<file path="src/lcd_pkg.sv">
`timescale 1ns / 1ps
`default_nettype none
package lcd_pkg;

    localparam int ENTRIES     = 8;
    localparam int SLOT_BITS   = (ENTRIES > 1) ? $clog2(ENTRIES) : 1;
    localparam int CNT_BITS    = $clog2(ENTRIES + 1);
    localparam int KEY_BITS    = 32;
    localparam int HANDLE_BITS = 32;
    localparam int STAMP_BITS  = 32;

    typedef enum logic [1:0] {
        OP_STORE    = 2'd0,
        OP_LOOKUP   = 2'd1,
        OP_COMPLETE = 2'd2
    } op_t;

    typedef enum logic [2:0] {
        RC_HIT      = 3'd0,
        RC_PENDING  = 3'd1,
        RC_NO_SLOT  = 3'd2,
        RC_STORED   = 3'd3,
        RC_ABSENT   = 3'd4,
        RC_COMPLETE = 3'd5
    } rc_t;

    typedef enum logic [1:0] {
        CMD_NONE    = 2'd0,
        CMD_LOAD    = 2'd1,
        CMD_REPLACE = 2'd2
    } cmd_t;

    typedef enum logic [1:0] {
        ST_EMPTY   = 2'd0,
        ST_READY   = 2'd1,
        ST_READ    = 2'd2,
        ST_REPLACE = 2'd3
    } slot_st_t;

    typedef enum logic [2:0] {
        FSM_IDLE,
        FSM_MATCH,
        FSM_VICTIM,
        FSM_APPLY
    } fsm_t;

    typedef struct packed {
        logic [1:0]  op;
        logic [31:0] key;
        logic [31:0] data_handle;
        logic        key_exists;
        logic [2:0]  entry;
    } req_t;

    typedef struct packed {
        logic [2:0]  result_code;
        logic [2:0]  slot;
        logic [31:0] data_out;
        logic [1:0]  command;
        logic [31:0] old_key;
        logic [31:0] new_key;
    } rsp_t;

    // controller -> datapath
    typedef struct packed {
        logic load_req;
        logic scan_clr;
        logic scan_step;
        logic apply;
    } ctl_t;

    // datapath -> controller
    typedef struct packed {
        logic scan_last;
        logic is_complete;
        logic hit;
        logic empty_found;
    } sts_t;

endpackage
`default_nettype wire

</file>
<file path="src/lcd_ctrl.sv">
`timescale 1ns / 1ps
`default_nettype none
module lcd_ctrl (
    input  wire logic           clk,
    input  wire logic           rst_n,
    input  wire logic           start,
    input  wire logic [1:0]     op,
    output logic                busy,
    output lcd_pkg::ctl_t       ctl,
    input  lcd_pkg::sts_t       sts
);
    import lcd_pkg::*;

    fsm_t state_reg, state_next;

    always_ff @(posedge clk or negedge rst_n)
    begin
        if (!rst_n)
            state_reg <= FSM_IDLE;
        else
            state_reg <= state_next;
    end

    always_comb
    begin
        state_next = state_reg;
        unique case (state_reg)
            FSM_IDLE:
            begin
                if (start && (op == OP_STORE || op == OP_LOOKUP))
                    state_next = FSM_MATCH;
                else if (start && op == OP_COMPLETE)
                    state_next = FSM_APPLY;
            end
            FSM_MATCH:
            begin
                if (sts.hit)
                    state_next = FSM_APPLY;
                else if (sts.scan_last)
                    state_next = FSM_VICTIM;
            end
            FSM_VICTIM:
            begin
                if (sts.empty_found || sts.scan_last)
                    state_next = FSM_APPLY;
            end
            FSM_APPLY: state_next = FSM_IDLE;
            default:   state_next = FSM_IDLE;
        endcase
    end

    always_comb
    begin
        ctl  = '0;
        busy = 1'b1;
        unique case (state_reg)
            FSM_IDLE:
            begin
                busy         = 1'b0;
                ctl.load_req = start;
                ctl.scan_clr = 1'b1;
            end
            FSM_MATCH:
            begin
                ctl.scan_step = !sts.hit;
                ctl.scan_clr  = sts.scan_last && !sts.hit;
            end
            FSM_VICTIM: ctl.scan_step = !sts.empty_found;
            FSM_APPLY:  ctl.apply = 1'b1;
            default:    busy = 1'b1;
        endcase
    end
endmodule
`default_nettype wire

</file>
<file path="src/lcd_dpath.sv">
`timescale 1ns / 1ps
`default_nettype none
module lcd_dpath (
    input  wire logic       clk,
    input  wire logic       rst_n,
    input  lcd_pkg::req_t   req,
    input  lcd_pkg::ctl_t   ctl,
    output lcd_pkg::sts_t   sts,
    output logic            rsp_valid,
    output lcd_pkg::rsp_t   rsp
);
    import lcd_pkg::*;

    slot_st_t               status_reg [ENTRIES];
    logic [KEY_BITS-1:0]    key_reg    [ENTRIES];
    logic [KEY_BITS-1:0]    pkey_reg   [ENTRIES];
    logic [HANDLE_BITS-1:0] data_reg   [ENTRIES];
    logic [HANDLE_BITS-1:0] pdata_reg  [ENTRIES];
    logic                   exists_reg [ENTRIES];
    logic [STAMP_BITS-1:0]  stamp_reg  [ENTRIES];
    logic [STAMP_BITS-1:0]  counter_reg;

    req_t                   req_reg;
    logic [CNT_BITS-1:0]    idx_reg;
    logic                   hit_reg, pick_ok_reg, empty_reg;
    logic [SLOT_BITS-1:0]   pick_reg;
    logic [STAMP_BITS-1:0]  pick_stamp_reg;
    logic                   rsp_valid_reg;
    rsp_t                   rsp_reg;
    rsp_t                   rsp_next;

    logic [SLOT_BITS-1:0]   idx;
    logic                   cur_hit, cur_empty, cur_better;
    logic [SLOT_BITS-1:0]   s;
    logic                   have;
    slot_st_t               st;
    logic [SLOT_BITS-1:0]   ent;
    logic                   ent_ok;

    assign idx        = idx_reg[SLOT_BITS-1:0];
    assign cur_hit    = status_reg[idx] != ST_EMPTY && key_reg[idx] == req_reg.key;
    assign cur_empty  = status_reg[idx] == ST_EMPTY;
    assign cur_better = status_reg[idx] == ST_READY &&
                        (!pick_ok_reg || stamp_reg[idx] < pick_stamp_reg);
    assign sts.scan_last   = idx_reg == CNT_BITS'(ENTRIES - 1);
    assign sts.hit         = cur_hit;
    assign sts.empty_found = cur_empty;
    assign sts.is_complete = req_reg.op == OP_COMPLETE;

    assign s    = hit_reg ? pick_reg : (empty_reg ? pick_reg : pick_reg);
    assign have = hit_reg || empty_reg || pick_ok_reg;
    assign st   = status_reg[s];
    assign ent  = SLOT_BITS'(req_reg.entry);
    assign ent_ok = {1'b0, req_reg.entry} < 4'(ENTRIES);

    always_comb
    begin
        rsp_next = '0;
        if (req_reg.op == OP_COMPLETE)
        begin
            rsp_next.result_code = RC_COMPLETE;
            rsp_next.slot        = req_reg.entry;
        end
        else if (!have)
            rsp_next.result_code = RC_NO_SLOT;
        else
        begin
            rsp_next.slot = 3'(s);
            if (hit_reg && req_reg.op == OP_STORE)
                rsp_next.result_code = RC_STORED;
            else if (hit_reg)
            begin
                if (st != ST_READY)
                    rsp_next.result_code = RC_PENDING;
                else if (!exists_reg[s])
                    rsp_next.result_code = RC_ABSENT;
                else
                begin
                    rsp_next.result_code = RC_HIT;
                    rsp_next.data_out    = data_reg[s];
                end
            end
            else if (req_reg.op == OP_STORE)
            begin
                rsp_next.result_code = RC_STORED;
                if (st == ST_READY)
                begin
                    rsp_next.command = CMD_REPLACE;
                    rsp_next.old_key = key_reg[s];
                    rsp_next.new_key = req_reg.key;
                end
            end
            else if (st == ST_READY)
            begin
                rsp_next.result_code = req_reg.key_exists ? RC_PENDING : RC_ABSENT;
                rsp_next.command     = CMD_REPLACE;
                rsp_next.old_key     = key_reg[s];
                rsp_next.new_key     = req_reg.key;
            end
            else if (req_reg.key_exists)
            begin
                rsp_next.result_code = RC_PENDING;
                rsp_next.command     = CMD_LOAD;
                rsp_next.new_key     = req_reg.key;
            end
            else
                rsp_next.result_code = RC_ABSENT;
        end
    end

    always_ff @(posedge clk)
    begin
        if (ctl.load_req)
            req_reg <= req;
        if (ctl.scan_clr)
        begin
            idx_reg     <= '0;
            pick_ok_reg <= 1'b0;
            empty_reg   <= 1'b0;
            if (ctl.load_req)
                hit_reg <= 1'b0;
        end
        else if (ctl.scan_step)
        begin
            idx_reg <= idx_reg + 1'b1;
            if (cur_better)
            begin
                pick_ok_reg    <= 1'b1;
                pick_reg       <= idx;
                pick_stamp_reg <= stamp_reg[idx];
            end
        end
        else if (!ctl.apply)
        begin
            // scan stopped on a hit or an empty slot
            pick_reg <= idx;
            if (cur_hit)
                hit_reg <= 1'b1;
            if (cur_empty)
                empty_reg <= 1'b1;
        end
        if (ctl.apply)
            rsp_reg <= rsp_next;
        else
            rsp_reg <= '0;
        // key stores have undefined reset
        if (ctl.apply && req_reg.op != OP_COMPLETE && have && !hit_reg)
        begin
            if (st == ST_READY)
                pkey_reg[s] <= req_reg.key;
            else
                key_reg[s] <= req_reg.key;
        end
        if (ctl.apply && req_reg.op == OP_COMPLETE && ent_ok &&
            status_reg[ent] == ST_REPLACE)
            key_reg[ent] <= pkey_reg[ent];
    end

    always_ff @(posedge clk or negedge rst_n)
    begin
        if (!rst_n)
        begin
            rsp_valid_reg <= 1'b0;
            counter_reg   <= '0;
            for (int i = 0; i < ENTRIES; i++)
            begin
                status_reg[i] <= ST_EMPTY;
                data_reg[i]   <= '0;
                pdata_reg[i]  <= '0;
                exists_reg[i] <= 1'b0;
                stamp_reg[i]  <= '0;
            end
        end
        else
        begin
            rsp_valid_reg <= ctl.apply;
            if (ctl.apply && req_reg.op == OP_COMPLETE)
            begin
                if (ent_ok && status_reg[ent] == ST_READ)
                begin
                    data_reg[ent]   <= req_reg.data_handle;
                    status_reg[ent] <= ST_READY;
                end
                else if (ent_ok && status_reg[ent] == ST_REPLACE)
                begin
                    if (pdata_reg[ent] != '0)
                        data_reg[ent] <= pdata_reg[ent];
                    else
                        data_reg[ent] <= exists_reg[ent] ? req_reg.data_handle : '0;
                    pdata_reg[ent]  <= '0;
                    status_reg[ent] <= ST_READY;
                end
            end
            else if (ctl.apply && have)
            begin
                if (hit_reg)
                begin
                    if (req_reg.op == OP_STORE)
                    begin
                        data_reg[s]   <= req_reg.data_handle;
                        exists_reg[s] <= 1'b1;
                    end
                    else if (st == ST_READY)
                    begin
                        stamp_reg[s] <= counter_reg;
                        counter_reg  <= counter_reg + 1'b1;
                    end
                end
                else
                begin
                    stamp_reg[s] <= counter_reg;
                    counter_reg  <= counter_reg + 1'b1;
                    exists_reg[s] <= (req_reg.op == OP_STORE) ? 1'b1 : req_reg.key_exists;
                    if (st == ST_READY)
                    begin
                        pdata_reg[s]  <= (req_reg.op == OP_STORE) ? req_reg.data_handle : '0;
                        status_reg[s] <= ST_REPLACE;
                    end
                    else if (req_reg.op == OP_STORE)
                    begin
                        data_reg[s]   <= req_reg.data_handle;
                        status_reg[s] <= ST_READY;
                    end
                    else
                        status_reg[s] <= req_reg.key_exists ? ST_READ : ST_READY;
                end
            end
        end
    end

    assign rsp_valid = rsp_valid_reg;
    assign rsp       = rsp_reg;
endmodule
`default_nettype wire

</file>
<file path="src/lru_cache_directory_with_pending_fills.sv">
`timescale 1ns / 1ps
`default_nettype none
// Fully associative LRU directory of eight slots with pending fills. Pulse
// start with a request while busy is low; exactly one result transfer follows
// on done, held for one cycle, and the receiver cannot stall it. A store or
// lookup walks the slots one per cycle: a match scan, then on a miss a victim
// scan, and a completion goes straight to the apply step; done rises in the
// cycle after the apply step, alongside the next accept. Ops outside 0..2
// give no result and leave the block idle.
module lru_cache_directory_with_pending_fills (
    input  wire logic      clk,
    input  wire logic      rst_n,
    input  wire logic      start,
    input  lcd_pkg::req_t  req,
    output logic           busy,
    output logic           done,
    output lcd_pkg::rsp_t  rsp
);
    import lcd_pkg::*;

    ctl_t ctl;
    sts_t sts;

    lcd_ctrl u_ctrl (
        .clk   (clk),
        .rst_n (rst_n),
        .start (start),
        .op    (req.op),
        .busy  (busy),
        .ctl   (ctl),
        .sts   (sts)
    );

    lcd_dpath u_dpath (
        .clk       (clk),
        .rst_n     (rst_n),
        .req       (req),
        .ctl       (ctl),
        .sts       (sts),
        .rsp_valid (done),
        .rsp       (rsp)
    );

`ifndef SYNTHESIS
    // a result only follows an apply cycle
    a_done_after_apply: assert property (@(posedge clk) disable iff (!rst_n)
        done |-> $past(ctl.apply)) else $error("done without apply");
    // never accept while applying
    a_apply_busy: assert property (@(posedge clk) disable iff (!rst_n)
        ctl.apply |-> busy) else $error("apply while idle");
    a_code_range: assert property (@(posedge clk) disable iff (!rst_n)
        done |-> rsp.result_code <= RC_COMPLETE) else $error("bad code");
`endif
endmodule
`default_nettype wire
</file>
<file path="config.mk">
export PLATFORM = sky130hd
export DESIGN_NAME = lru_cache_directory_with_pending_fills
export DESIGN_NICKNAME = d
export VERILOG_FILES = /design/src/lcd_pkg.sv /design/src/lcd_ctrl.sv /design/src/lcd_dpath.sv /design/src/lru_cache_directory_with_pending_fills.sv
export SDC_FILE = /design/constraint.sdc
export NUM_CORES = 2
export LEC_CHECK = 0
export BUFFER_PORTS_ARGS = -buffer_cell sky130_fd_sc_hd__buf_2
export CAP_MARGIN = 20
export CORE_AREA = 2 2 277 388
export DETAILED_ROUTE_END_ITERATION = 7
export DIE_AREA = 0 0 279 390
export HOLD_SLACK_MARGIN = 0.03
export PLACE_DENSITY = 0.82
export SKIP_CTS_REPAIR_TIMING = 1
export SYNTH_ARGS = -nofsm -noshare
export SYNTH_HDL_FRONTEND = slang
export SYNTH_SLANG_ARGS = --single-unit
</file>
<file path="constraint.sdc">
create_clock -name clk -period 7.9 [get_ports clk]
set_input_delay 1.58 -clock clk [delete_from_list [all_inputs] [get_ports clk]]
set_output_delay 1.58 -clock clk [all_outputs]
set_load 0.05 [all_outputs]
</file>
==> impl_metrics.yaml <==
floorplan:
  ioPinCount: 179
  num_rows: 141
  start_util_pct: 64.6
  dieArea_mm2: 0.109
  dieHeight_um: 390
  fp.dieW_um: 279
  core_area_mm2: 0.105
timing:
  finClkSkew_ns: 0.0330
  fmax_mhz: 186
  slew_headroom_pct: 20.2
  maxSlewViolCount: 0
  setup_violations: 0
  max_slew.worst_pin.slew_ns: 1.20
  hold_viol: 0
  setup_tns_ns: 0
  holdWs_ns: 0.479
  layout_setup_ws_ns: 2.54
  grt_setup_unrepaired: "false"
  finalCritPeriodShare_pct: 67.9
  finalCriticalPeriod_ns: 5.36
power_and_ir_drop:
  p_leak_nw: 30.2
  power_density_mw_per_mm2: 299
  peakVddDrop_v: 0.000261
finish:
  area_growth_pct: 10.5
  drive_gt1_share_pct: 23.3
  finalCoreUtilization_pct: 71.4
  nets: 5075
clock_tree:
  clk_pin_slew_ns: 0.07
  numCtsBuffers: 144
  cts_root_buf: "clkbuf_16"
  tritoncts: "yes"
  clock_path_buffers: 3
  clock-sinks: 1564
  cts.htree.levels: 4
  clk-insertion-delay-late_ns: 0.79
yosys:
  ys_types: 74
  yosysSeqAreaShare_pct: 61.2
  yosys.area.top_type: "dfrtp_1"
  async_flop_share_pct: 52.9
  synth_nets: 5086
  yosys-top-cells-count: "dfrtp_1 (827), edfxtp_1 (618), nand2_1 (367)"
  synthCells: 4976
  synth.cell_area_mm2: 0.0681
  synth.avg_cell_area_um2: 13.7
  synth.area.top_cells: "dfrtp_1 (30%), edfxtp_1 (27%), mux4_2 (8.5%), mux2_2 (5.0%), dfxtp_1 (3.5%)"
  synth_seq_cells: 1564
  yosysWarningCount: 0
  synth_ff_type: "dfrtp_1"
  synth_edf_count: 618
  synth.top_cell.area_share_pct: 30.4
  synth_most_common_cell: "dfrtp_1"
worst_setup_path:
  crit_type: "register to register"
  crit_path_max_incr_delay_ns: 0.95
  path_max_fanout: 53
  worstRegToRegCells: 11
  startpoint_type: "register"
  crit_required_ns: 8.60
  path_cells: "buf_4, mux2i_1, o2bb2ai_1, a221oi_1, nand4_1, or4_1, o41a_1, o21ai_2, buf_4, a21oi_1, o21ai_0"
  cp_common_cell: "buf_4"
  crit_path_top_delay_cell: "edfxtp_1"
  cp.arrival_ns: 6.06
  end_kind: "register"
routing:
  wire_per_inst_um: 31.0
  drt_first_pass_iters: 6
  drt_first_iter_violations: 6234
  postRouteAntennaNets: 0
  wl_mm: 200
  vias: 46800
  drc_errors: 0
  routed_via_density: 7.26
worst_hold_path:
  holdPathStages: 2
  hold_path_class: "register to register"
place:
  hpwlAfterDp_mm: 115
  pre_cts_ws_ns: 2.83
  place.port_buffers: 178
  gp_congestion: 0.954
global_route:
  busiest_layer: "met2"
  track_usage_pct: 37.1
  gr-total-overflow: 0
  use_met3_pct: 9.42
  grt_first_pass_wirelength_mm: 299
  met2_usage_pct: 58.8
  grt_pass1_vias: 47900
  grt_max_degree: 174
  grt.met1_usage_pct: 44.2
  antenna_found_initial: 4
outcome:
  status: "finished, final reports clean"
flow_run:
  max_cap_viol_count: 0
path summary, 6_finish.rpt:
| path | startpoint | to | slack (ns) |
|---|---|---|---|
| setup / recovery | u_dpath.ent[1] | u_dpath.data_reg[48] | 2.54 |
| hold / removal | u_dpath.pdata_reg[158] | u_dpath.pdata_reg[158] | 0.48 |
| setup reg to reg | u_dpath.ent[1] | u_dpath.data_reg[48] | 2.54 |
| hold reg to reg | u_dpath.pdata_reg[158] | u_dpath.pdata_reg[158] | 0.48 |
| max in group asynchronous | rst_n | u_dpath.data_reg[168] | 5.54 |
| min in group asynchronous | rst_n | u_dpath.stamp_reg[230] | 0.90 |
where the power goes:
part | total, mW | internal [mW] | switching [mW]
sequential | 10.2 | 9.23 | 0.938
clock | 7.35 | 4.25 | 3.10
combinational | 4.95 | 1.89 | 3.06
total | 22.5 | 15.4 | 7.10
logic make-up (layout without fill, tap and decap cells):
group	count (synthesis)	in the layout	share of synthesized area, %
other	0	5	0
buffers and inverters	520	628	3.12
DFF	1564	1564	61.2
AOI/OAI and AO/OA	1116	1116	12.0
xor gates and xnor gates	55	55	0.708
muxes	731	731	16.2
adders and majority gates	37	37	0.680
and+or+nand+nor	953	953	6.14
placed cells by master, fill, tap and decap left out, types with 19 or more instances in the layout:
| cell | count |
|---|---|
| a221o_1 | 131 |
| inv_1 | 58 |
| a221oi_1 | 60 |
| mux2_2 | 302 |
| clkinv_2 | 19 |
| a22oi_1 | 98 |
| mux4_2 | 258 |
| a21oi_1 | 198 |
| o21ai_1 | 49 |
| o21ai_0 | 146 |
| dfxtp_1 | 107 |
| mux2i_1 | 165 |
| and2_1 | 43 |
| a22o_1 | 263 |
| clkbuf_1 | 33 |
| dfrtp_1 | 827 |
| nand3_1 | 40 |
| edfxtp_1 | 618 |
| nor2_1 | 242 |
| xnor2_1 | 47 |
| a31oi_1 | 36 |
| nor3_1 | 137 |
| ha_1 | 37 |
| buf_2 | 177 |
| clkbuf_8 | 27 |
| clkbuf_16 | 154 |
| buf_4 | 113 |
| nand2_1 | 361 |
cell type report:
| class | instances | area (um^2) |
|---|---|---|
| well taps | 1358 | 1700 |
| clock buffers | 215 | 4360 |
| multi-input cells | 2892 | 24600 |
| repair buffers | 303 | 2000 |
| diodes | 5 | 12.5 |
| fillers | 6493 | 30100 |
| flip-flops and latches | 1564 | 41700 |
| clock inverters | 50 | 611 |
| inverters | 60 | 228 |
worst max-delay path, delay by kind of cell, from the launching register on:
kind,cells,cell delay (ns)
compound gates,6,1.95
flops,1,0.95
buf+inv,2,1.28
mux,1,0.26
simple gates,2,0.75
routing by layer:
| metal | share of wire [%] | vias to the layer above | wire length [um] |
|---|---|---|---|
| li1 | - | 18900 | - |
| met1 | 33 | 23500 | 66300 |
| met4 | 8.7 | 2 | 17400 |
| met3 | 11 | 945 | 21800 |
| met5 | 0.0065 | - | 13 |
| met2 | 47 | 3477 | 94200 |
stage by stage:
step                      cell area, um^2  power (mW)  std cells
after floorplan                     68100        13.2       4976
after global placement              70100        14.8       6167
after detailed placement            70200        15.0       6174
after CTS                           75200        22.3       6439
after global routing                75200        23.0       6442
final                               75200        22.5       6447
Power figures use the tool's default switching activity.
